[config.mk]
export PLATFORM = sky130hd
export DESIGN_NAME = skat_cell
export DESIGN_NICKNAME = d
export VERILOG_FILES = /design/src/skat_pkg.sv /design/src/skat_cell.sv
export SDC_FILE = /design/constraint.sdc
export NUM_CORES = 1
export LEC_CHECK = 0
export BUFFER_PORTS_ARGS = -buffer_cell sky130_fd_sc_hd__clkbuf_2
export CELL_PAD_IN_SITES_DETAIL_PLACEMENT = 2
export CELL_PAD_IN_SITES_GLOBAL_PLACEMENT = 2
export CORE_UTILIZATION = 31
export CTS_BUF_LIST = sky130_fd_sc_hd__clkbuf_8
export DETAILED_ROUTE_END_ITERATION = 16
export PLACE_DENSITY = 0.95
export SLEW_MARGIN = 15
export SYNTH_ARGS = -nofsm -noshare
export SYNTH_HDL_FRONTEND = slang
export SYNTH_SLANG_ARGS = --single-unit
[constraint.sdc]
create_clock -name clock -period 4.5 [get_ports clock]
set_clock_uncertainty 0.1 [all_clocks]
set_input_delay 0.675 -clock clock [delete_from_list [all_inputs] [get_ports clock]]
set_output_delay 0.675 -clock clock [all_outputs]
set_load 0.1 [all_outputs]
[src/skat_pkg.sv]
// skat_pkg: widths, constants, shared types and the saturation helper for the
// sorted key accumulate table; used by the interfaces, the cell and the top level
`timescale 1ns / 1ps
`default_nettype none

package skat_pkg;

   localparam int HOSTS      = 4;
   localparam int COUNT_BITS = 8;
   localparam int ENTRIES    = 64;

   localparam int KEY_W = 32;
   localparam int LEN_W = 32;
   localparam int SUM_W = 48;
   localparam int CNT_W = $clog2(ENTRIES + 1);

   // only the low HOSTS*COUNT_BITS bits of a key take part
   localparam int KEY_USED = (HOSTS * COUNT_BITS >= KEY_W) ? KEY_W : HOSTS * COUNT_BITS;
   localparam logic [KEY_W-1:0] KEY_MASK = KEY_W'((64'(1) << KEY_USED) - 64'(1));

   localparam logic signed [SUM_W-1:0] SUM_MAX = {1'b0, {(SUM_W-1){1'b1}}};
   localparam logic signed [SUM_W-1:0] SUM_MIN = {1'b1, {(SUM_W-1){1'b0}}};

   typedef enum logic {
      OP_ACCUM  = 1'b0,
      OP_LOOKUP = 1'b1
   } op_type;

   // what a cell shows its right-hand neighbor
   typedef struct packed {
      logic                    gt;   // holds a live key above the probe
      logic                    lt;   // holds a live key below the probe
      logic [KEY_W-1:0]        key;
      logic signed [SUM_W-1:0] sum;
   } link_type;

   // commit command broadcast to every cell
   typedef struct packed {
      logic                    write_hit;
      logic                    insert;
      logic [KEY_W-1:0]        key;
      logic signed [SUM_W-1:0] sum;
   } cmd_type;

   function automatic logic signed [SUM_W-1:0] sat_sum(input logic signed [SUM_W+1:0] v);
      logic signed [SUM_W+1:0] hi;
      logic signed [SUM_W+1:0] lo;
      hi = SUM_MAX;
      lo = SUM_MIN;
      if (v > hi) begin
         return SUM_MAX;
      end else if (v < lo) begin
         return SUM_MIN;
      end else begin
         return v[SUM_W-1:0];
      end
   endfunction

endpackage

`default_nettype wire

[src/skat_cell.sv]
// skat_cell: one slot of the sorted table with its compare flags and shift path
// depends on skat_pkg
`timescale 1ns / 1ps
`default_nettype none

module skat_cell import skat_pkg::*; (
   input  wire logic                    clock,
   input  wire logic                    reset,
   input  wire logic                    cmp_en,
   input  wire logic                    in_use,
   input  wire logic [KEY_W-1:0]        probe_key,
   input  wire cmd_type                 cmd,
   input  wire link_type                left,
   output link_type                     right,
   output logic                         match,
   output logic signed [SUM_W-1:0]      hit_sum
);

   logic [KEY_W-1:0]        key_ff, key_in;
   logic signed [SUM_W-1:0] sum_ff, sum_in;
   logic signed [SUM_W-1:0] hit_ff, hit_in;
   logic                    lt_ff, lt_in;
   logic                    eq_ff, eq_in;

   always_comb begin
      key_in = key_ff;
      sum_in = sum_ff;
      hit_in = hit_ff;
      lt_in  = lt_ff;
      eq_in  = eq_ff;
      if (cmp_en) begin
         lt_in  = in_use && (key_ff < probe_key);
         eq_in  = in_use && (key_ff == probe_key);
         hit_in = (in_use && (key_ff == probe_key)) ? sum_ff : '0;
      end
      if (cmd.insert) begin
         if (left.gt) begin
            // make room: take the neighbor's entry
            key_in = left.key;
            sum_in = left.sum;
         end else if (left.lt && !lt_ff) begin
            key_in = cmd.key;
            sum_in = cmd.sum;
         end
      end
      if (cmd.write_hit && eq_ff) begin
         sum_in = cmd.sum;
      end
   end

   always_ff @(posedge clock) begin
      key_ff <= key_in;
      sum_ff <= sum_in;
      hit_ff <= hit_in;
      if (reset) begin
         lt_ff <= 1'b0;
         eq_ff <= 1'b0;
      end else begin
         lt_ff <= lt_in;
         eq_ff <= eq_in;
      end
   end

   assign right.gt  = in_use && !lt_ff && !eq_ff;
   assign right.lt  = lt_ff;
   assign right.key = key_ff;
   assign right.sum = sum_ff;
   assign match     = eq_ff;
   assign hit_sum   = hit_ff;

endmodule

`default_nettype wire

==> metrics.txt, run 1 <==
number of hold-repair buffers added at the cts stage=0; number of flops mapped to enable cells by yosys=128; number of nets in the layout=971; instance area at placement=0.00802 mm²; number of port buffers=330; clock latency on the worst-skew pair=450 ps; unrepaired setup endpoints after global routing=false; remaining antenna violation count=0; area of all placed cells without fillers=0.00842 mm²; via total after detailed routing=4616; H-tree lvl count=4; Crit path required time=4700 ps; First DRT Iteration DRCs=102; count of pins over their slew limit=0; crit path kind=reg2reg; antenna cells=0; metal3 WL=954 µm; wire length of the first global-routing pass=30.1 mm; top library cells by usage in the layout, fill and taps aside=clkbuf_2, edfxtp_1, mux2_2; First-pass DRT Iterations=4; Max Cap Violations=0; number of buffers created by CTS=17; I/O pins=331; layout cells sized above 1=60.3%; instance count along the most critical hold path=2; commonest register cell after synthesis=edfxtp_1; most common cell after layout, fill and taps aside=clkbuf_2; buffers inserted by post-CTS timing repair=0; largest net degree at the start of global routing=50; post-detailed-route wirelength per cell=20.5 µm; vias per std cell=4.57; initial standard-cell utilization of the core=32.0%; Fin. Hold Viols=0; fin util=44.4%; DRC viols=0; setup violators final=0; proportion of synthesized flip-flops having asynchronous set or reset=0%; height of the die=142 µm; post-synthesis cell count=398; top routing layer used=met4; post-route met1 wirelength=7.56 mm; post-detailed-placement half-perimeter wirelength=16.9 mm; buffers from clock root to sink, at most=2; synthesized area=0.00606 mm²; highest net fanout along the worst path=49; Pwr Density=387 mW/mm²; number of cells in the design after placement=980; Global Route Usage Sum=20.7%; area added between synthesis and finish=38.8%; Worst Hold Class=in2reg; cts repair resizes=0; final cell count without fillers=1011; Die Outline Area=0.0201 mm²; portion of the clock cycle consumed by the worst path in the final layout=60.9%; part of the Yosys area used for sequential elements=64.1%; number of different library cells in the post-synthesis netlist=35; Yosys warnings=0; post-layout total power=3.26 mW; via count of the first global-routing pass=5228; standard-cell rows=50; length of routed met2 wiring=11.9 mm; clock root buffer=clkbuf_8; Min Clock Period, post-route=2740 ps; arrival time of the worst setup path=2940 ps; Worst setup EP type=flip-flop; status=completed; antenna violations before repair=0; setup total negative slack=0 ps; reg2reg path depth=6; width of the chip=142 µm; static leakage=3.90 nW; total congestion overflow=0; Slew headroom=49.4%; startpoint type of the worst setup path=flip-flop; clock tree from TritonCTS=done; post-synthesis area per instance=15.2 µm²; synthesis-stage register bit count=130; maximum clock frequency=365 MHz; CTS Sinks=130; Worst Max-Slew Pin Slew=760 ps; RePlAce Congestion=0.758; Total Routed Length=20.7 mm; placeable core area=0.0190 mm²; Mapped Nets=630; Reg clk slew, reported paths=80 ps; Max rail drop VDD=187 µV
## power breakdown
| part | total, mW | internal [mW] | switching [mW] |
|---|---|---|---|
| registers | 1.44 | 1.41 | 0.0343 |
| clock network | 1.00 | 0.497 | 0.504 |
| logic | 0.812 | 0.187 | 0.625 |
## sequential cells by signal (all words and copies together), names as in the netlist
signal	flops
lt_ff	1
key_ff	32
match	1
sum_ff	48
hit_sum	48
## final timing paths
check | startpoint | end | slack [ps]
worst max register to register | key_ff[30]$_DFFE_PP_ | hit_sum[16]$_SDFFCE_PN0P_ | 1760
worst min register to register | sum_ff[32]$_DFFE_PP_ | hit_sum[32]$_SDFFCE_PN0P_ | 470
worst min-delay path | reset | match$_SDFFE_PP0P_ | 310
worst max-delay path | key_ff[30]$_DFFE_PP_ | hit_sum[16]$_SDFFCE_PN0P_ | 1760
## kinds of logic (layout without fill, tap and decap cells)
group / after synthesis / in the layout / share of synthesized area (%)
buf+inv: 47 / 400 / 3.32
simple gates: 80 / 80 / 8.09
fa+ha+maj: 32 / 32 / 6.60
flops: 130 / 130 / 64.1
compound gates: 28 / 28 / 2.91
mux: 81 / 81 / 15.0
## critical path, stage by stage, from the launching register on
cell	delay, ps
edfxtp_1	400
ha_1	350
nand4_2	200
or4_4	610
nor4_4	270
buf_4	400
and2_1	250
## synthesized netlist by cell type, types with 2 or more instances
| cell | count | share of area [%] |
|---|---|---|
| edfxtp_1 | 128 | 63 |
| mux2_2 | 80 | 15 |
| and2_1 | 48 | 5.0 |
| ha_1 | 32 | 6.6 |
| inv_1 | 32 | 2.0 |
| a21oi_1 | 13 | 1.1 |
| nand2_1 | 9 | 0.56 |
| clkbuf_1 | 7 | 0.43 |
| nand4_1 | 5 | 0.52 |
| nand3_1 | 4 | 0.33 |
| nor2_1 | 4 | 0.25 |
| clkbuf_2 | 3 | 0.25 |
| o21ai_0 | 3 | 0.25 |
| a211oi_1 | 2 | 0.25 |
| a21boi_0 | 2 | 0.25 |
| a21o_1 | 2 | 0.25 |
| buf_2 | 2 | 0.17 |
| buf_6 | 2 | 0.37 |
| dfxtp_1 | 2 | 0.66 |
| nor2b_1 | 2 | 0.21 |
| o211ai_1 | 2 | 0.25 |
## metal layers
layer / up-vias / GRT usage [%]
met5: - / 0
li1: 2151 / -
met4: 0 / 6.96
met3: 20 / 4.62
met2: 162 / 40.8
met1: 2283 / 21.4
## cell type report
type	instances	area, µm²
Fill cell	2000	10500
Sequential cell	130	3880
Multi-Input combinational cell	221	1990
Timing Repair Buffer	337	1700
Tap cell	260	325
Clock buffer	17	234
Clock inverter	14	159
Inverter	32	120
## through the flow
step | worst slack (ps) | hold WS, ps
floorplan | 719 | 397
global placement | 1450 | 430
detailed placement | 1320 | 445
CTS | 1680 | 275
global route | 1600 | 290
finish | 1760 | 310
Note: power is estimated with default switching activity, not from simulation.
==> run 2: changes to the inputs <==
--- a/config.mk
+++ b/config.mk
@@ -8,10 +8,10 @@
 export BUFFER_PORTS_ARGS = -buffer_cell sky130_fd_sc_hd__clkbuf_2
 export CELL_PAD_IN_SITES_DETAIL_PLACEMENT = 2
 export CELL_PAD_IN_SITES_GLOBAL_PLACEMENT = 2
-export CORE_UTILIZATION = 31
+export CORE_UTILIZATION = 29
 export CTS_BUF_LIST = sky130_fd_sc_hd__clkbuf_8
 export DETAILED_ROUTE_END_ITERATION = 16
-export PLACE_DENSITY = 0.95
+export PLACE_DENSITY = 0.9
 export SLEW_MARGIN = 15
 export SYNTH_ARGS = -nofsm -noshare
 export SYNTH_HDL_FRONTEND = slang
==> constraint.sdc (replaced) <==
create_clock -name clock -period 2.75 [get_ports clock]
set_clock_uncertainty 0.1 [all_clocks]
set_input_delay 0.4125 -clock clock [delete_from_list [all_inputs] [get_ports clock]]
set_output_delay 0.4125 -clock clock [all_outputs]
set_load 0.1 [all_outputs]
==> metrics.txt, run 2 (synthesis results as in run 1) <==
flop-to-flop setup slack=290 ps; unrepaired setup endpoints after global routing=false; top library cells by usage in the layout, fill and taps aside=clkbuf_2, edfxtp_1, mux2_2; Max rail drop VDD=256 µV; startpoint type of the worst setup path=flip-flop; total congestion overflow=0; vias per std cell=4.48; Total Routed Length=20.7 mm; Worst Hold Class=in2reg; instance area at placement=0.00813 mm²; First-pass DRT Iterations=4; portion of the clock cycle consumed by the worst path in the final layout=89.6%; buffers inserted by post-CTS timing repair=0; via count of the first global-routing pass=5225; Fin. Hold Viols=0; Crit path required time=2940 ps; maximum clock frequency=406 MHz; placeable core area=0.0204 mm²; number of cells in the design after placement=991; clock latency on the worst-skew pair=440 ps; width of the chip=147 µm; I/O pins=331; RePlAce Congestion=0.827; crit path kind=reg2reg; fin util=41.8%; setup violators final=0; post-detailed-route wirelength per cell=20.2 µm; number of port buffers=330; CTS Sinks=130; most common cell after layout, fill and taps aside=clkbuf_2; standard-cell rows=52; cts repair resizes=0; DRC viols=0; clock root buffer=clkbuf_8; Pwr Density=621 mW/mm²; remaining antenna violation count=0; Reg clk slew, reported paths=80 ps; H-tree lvl count=4; number of buffers created by CTS=17; area added between synthesis and finish=40.2%; via total after detailed routing=4580; reg2reg path depth=6; antenna violations before repair=1; highest net fanout along the worst path=49; end point of the critical path=hit_sum[39]$_SDFFCE_PN0P_; area of all placed cells without fillers=0.00850 mm²; Die Outline Area=0.0215 mm²; First DRT Iteration DRCs=85; height of the die=147 µm; endpoint of the worst-slack reg-to-reg timing path=hit_sum[39]$_SDFFCE_PN0P_; initial standard-cell utilization of the core=29.8%; Worst setup EP type=flip-flop; final cell count without fillers=1023; origin of the critical flop-to-flop path=key_ff[9]$_DFFE_PP_; Slew headroom=60.6%; buffers from clock root to sink, at most=2; Global Route Usage Sum=19.5%; status=completed; static leakage=3.91 nW; number of hold-repair buffers added at the cts stage=0; arrival time of the worst setup path=2660 ps; Critical Path Source=key_ff[9]$_DFFE_PP_; largest net degree at the start of global routing=50; Worst Max-Slew Pin Slew=594 ps; Min Clock Period, post-route=2460 ps; layout cells sized above 1=60.9%; count of pins over their slew limit=0; post-layout total power=5.28 mW; wire length of the first global-routing pass=30.6 mm; number of nets in the layout=972; clock tree from TritonCTS=done; Max Cap Violations=0; post-detailed-placement half-perimeter wirelength=16.9 mm
run 2: how the worst min path moves through the flow:
stage,start,to,slack (ps),depth (start not counted)
floorplan,reset,match$_SDFFE_PP0P_,380,1
global placement,sum_ff[9]$_DFFE_PP_,hit_sum[9]$_SDFFCE_PN0P_,430,1
detailed placement,sum_ff[37]$_DFFE_PP_,hit_sum[37]$_SDFFCE_PN0P_,440,1
CTS,reset,lt_ff$_SDFFE_PP0P_,3,2
global route,reset,lt_ff$_SDFFE_PP0P_,10,2
finish,reset,lt_ff$_SDFFE_PP0P_,40,2
run 2: report_power, final:
part           internal (mW)  switching (mW)
Combinational          0.317            1.03
Sequential              2.30          0.0574
Clock                  0.796           0.780
Total                   3.42            1.86
run 2: per-layer routing:
metal,wire (µm),GRT usage (%)
met1,7590,20.0
met2,11500,37.1
met3,854,4.44
met4,686,8.96
met5,0,0
run 2: area by class of cell:
| type | count | area (µm²) |
|---|---|---|
| repair buffers | 338 | 1740 |
| well taps | 270 | 338 |
| inverters | 32 | 120 |
| multi-input cells | 221 | 2050 |
| fillers | 2140 | 11900 |
| clock inverters | 14 | 139 |
| clock buffers | 17 | 234 |
| flip-flops and latches | 130 | 3880 |
| diodes | 1 | 2.50 |
run 2: stage by stage:
stage                     TNS, ps  setup WS [ps]  hold slack [ps]
after floorplan             -1330          -66.1              385
after global placement          0            297              430
after detailed placement        0            181              439
after CTS                       0            261             3.37
after global routing            0            155             14.7
final                           0            287             44.5
run 2: worst max-delay path, stage by stage, from the launching register on:
cell,delay (ps)
edfxtp_1,450
ha_1,330
nand4_1,130
or4_4,560
nor4_4,310
buf_12,230
and2_1,170
==> run 3: changes to the inputs <==
--- a/config.mk
+++ b/config.mk
@@ -5,13 +5,15 @@
 export SDC_FILE = /design/constraint.sdc
 export NUM_CORES = 1
 export LEC_CHECK = 0
+export ABC_AREA = 1
 export BUFFER_PORTS_ARGS = -buffer_cell sky130_fd_sc_hd__clkbuf_2
 export CELL_PAD_IN_SITES_DETAIL_PLACEMENT = 2
 export CELL_PAD_IN_SITES_GLOBAL_PLACEMENT = 2
-export CORE_UTILIZATION = 29
+export CORE_UTILIZATION = 28
 export CTS_BUF_LIST = sky130_fd_sc_hd__clkbuf_8
+export CTS_CLUSTER_SIZE = 20
 export DETAILED_ROUTE_END_ITERATION = 16
-export PLACE_DENSITY = 0.9
+export PLACE_DENSITY_LB_ADDON = 0.2
 export SLEW_MARGIN = 15
 export SYNTH_ARGS = -nofsm -noshare
 export SYNTH_HDL_FRONTEND = slang
==> metrics.txt, run 3 <==
Largest stage delay, worst path=480 ps; Mapped Nets=711; crit path kind=reg2reg; RePlAce Congestion=0.761; unrepaired setup endpoints after global routing=false; Global Route Usage Sum=17.3%; synthesis-stage register bit count=130; CTS Sinks=130; internal power consumption=3.46 mW; height of the die=151 µm; post-synthesis cell count=479; number of different library cells in the post-synthesis netlist=20; switching power total=2.01 mW; via total after detailed routing=4790; placeable core area=0.0214 mm²; Min Clock Period, post-route=2120 ps; highest net fanout along the worst path=49; most common cell after layout, fill and taps aside=clkbuf_2; First-pass DRT Iterations=4; Critical Path, Cell by Cell=ha_1 -> nand2_1 -> nor2_1 -> nand2_1 -> nor2_2 -> nand4_4 -> buf_4 -> nor2_1; fraction of power consumed by the clock network=30.1%; proportion of synthesized flip-flops having asynchronous set or reset=0%; Worst Max-Slew Pin Slew=752 ps; maximum clock frequency=472 MHz; number of nets in the layout=1051; clock latency on the worst-skew pair=450 ps; synthesized area=0.00618 mm²; most frequently used cell type in the post-synthesis netlist=edfxtp_1; setup total negative slack=0 ps; Worst setup EP type=flip-flop; area added between synthesis and finish=38.9%; buffers inserted by post-CTS timing repair=0; instance area at placement=0.00819 mm²; crit path max-delay cell type=buf_4; standard-cell rows=53; static leakage=4.22 nW; total congestion overflow=0; buffers from clock root to sink, at most=2; Fin. Hold Viols=0; Synth area leader=edfxtp_1; clock root buffer=clkbuf_8; relative contribution of combinational cells to total power=26.5%; commonest register cell after synthesis=edfxtp_1; portion of the clock cycle consumed by the worst path in the final layout=77.0%; via count of the first global-routing pass=5427; number of hold-repair buffers added at the cts stage=0; setup violators final=0; post-synthesis area per instance=12.9 µm²; Total Routed Length=19.5 mm; width of the chip=151 µm; number of port buffers=330; largest cells by area after synthesis=edfxtp_1, mux2_2, ha_1; First DRT Iteration DRCs=125; arrival time of the worst setup path=2200 ps; Sw Ratio=36.8%; remaining antenna violation count=0; count of pins over their slew limit=0; Die Outline Area=0.0227 mm²; layout cells sized above 1=55.8%; Reg clk slew, reported paths=90 ps; clock tree from TritonCTS=done; I/O pins=331; post-detailed-placement half-perimeter wirelength=15.7 mm; number of buffers created by CTS=17; cts repair resizes=0; area of all placed cells without fillers=0.00858 mm²; Max Cap Violations=0; Slew headroom=49.8%; vias per std cell=4.32; initial standard-cell utilization of the core=28.9%; area fraction of the dominant cell type after synthesis=62.2%; antenna violations before repair=1; top post-synthesis cells by count=edfxtp_1, inv_1, mux2_2; H-tree lvl count=4; startpoint type of the worst setup path=flip-flop; Pwr Density=638 mW/mm²; Yosys warnings=0; part of the Yosys area used for sequential elements=62.8%; number of flops mapped to enable cells by yosys=128; DRC viols=0; largest net degree at the start of global routing=50; Max rail drop VDD=277 µV; wire length of the first global-routing pass=28.6 mm; post-detailed-route wirelength per cell=17.6 µm; status=completed; top library cells by usage in the layout, fill and taps aside=clkbuf_2, edfxtp_1, inv_1; share of total power in sequential cells=43.5%; Worst Hold Class=in2reg; Crit path required time=2830 ps
run 3: power by group through the flow:
stage          registers [mW]  logic, mW  clock network [mW]
6_report                 2.38       1.45                1.65
2_1_floorplan            3.22      0.288                   0
4_1_cts                  2.38       1.47                1.71
3_5_place_dp             2.43       1.46                   0
3_3_place_gp             2.42       1.44                   0
5_1_grt                  2.39       1.53                1.78
run 3: cell type report:
class / count / area (µm²)
fill: 2327 / 12800
sequential: 130 / 3880
multi-input combinational: 242 / 1890
timing repair buffer: 336 / 1720
inverter: 92 / 345
tap: 275 / 344
clock buffer: 17 / 234
clock inverter: 15 / 158
antenna: 1 / 2.50
run 3: cell families after synthesis:
group	count (synthesis)	synth area share (%)
fa+ha+maj	32	6.48
buf+inv	107	6.92
compound gates	20	1.70
flops	130	62.8
mux	80	14.6
simple gates	110	7.49
run 3: critical path: cells and delay by family (launching register included):
family | cells | cell delay [ps]
buffers and inverters | 1 | 480
adders and majority gates | 1 | 310
and+or+nand+nor | 6 | 490
DFF | 1 | 440
run 3: per-stage QoR:
step,hold WS (ps),power (mW),utilization (%),std cells,worst slack [ps]
after detailed placement,472,3.89,38.4,1075,434
after global placement,445,3.86,38.4,1075,539
after CTS,35.7,5.56,40.2,1107,558
final,74.7,5.47,40.2,1108,632
after floorplan,382,3.51,-,479,16.0
after global routing,42.7,5.70,40.2,1108,452
run 3: worst paths after layout:
kind / from / end / slack, ps / cells after the start
setup / recovery: key_ff[31]$_DFFE_PP_ / hit_sum[4]$_SDFFCE_PN0P_ / 630 / 8
hold / removal: reset / lt_ff$_SDFFE_PP0P_ / 70 / 2
setup reg to reg: key_ff[31]$_DFFE_PP_ / hit_sum[4]$_SDFFCE_PN0P_ / 630 / 8
hold reg to reg: sum_ff[19]$_DFFE_PP_ / hit_sum[19]$_SDFFCE_PN0P_ / 490 / 2
run 3: routing by layer:
metal	global-route usage [%]	up-vias	wire length (µm)
li1	-	2298	-
met1	16.8	2279	7000
met2	33.6	193	10600
met3	6.06	20	1520
met4	5.50	0	331
met5	0	-	0
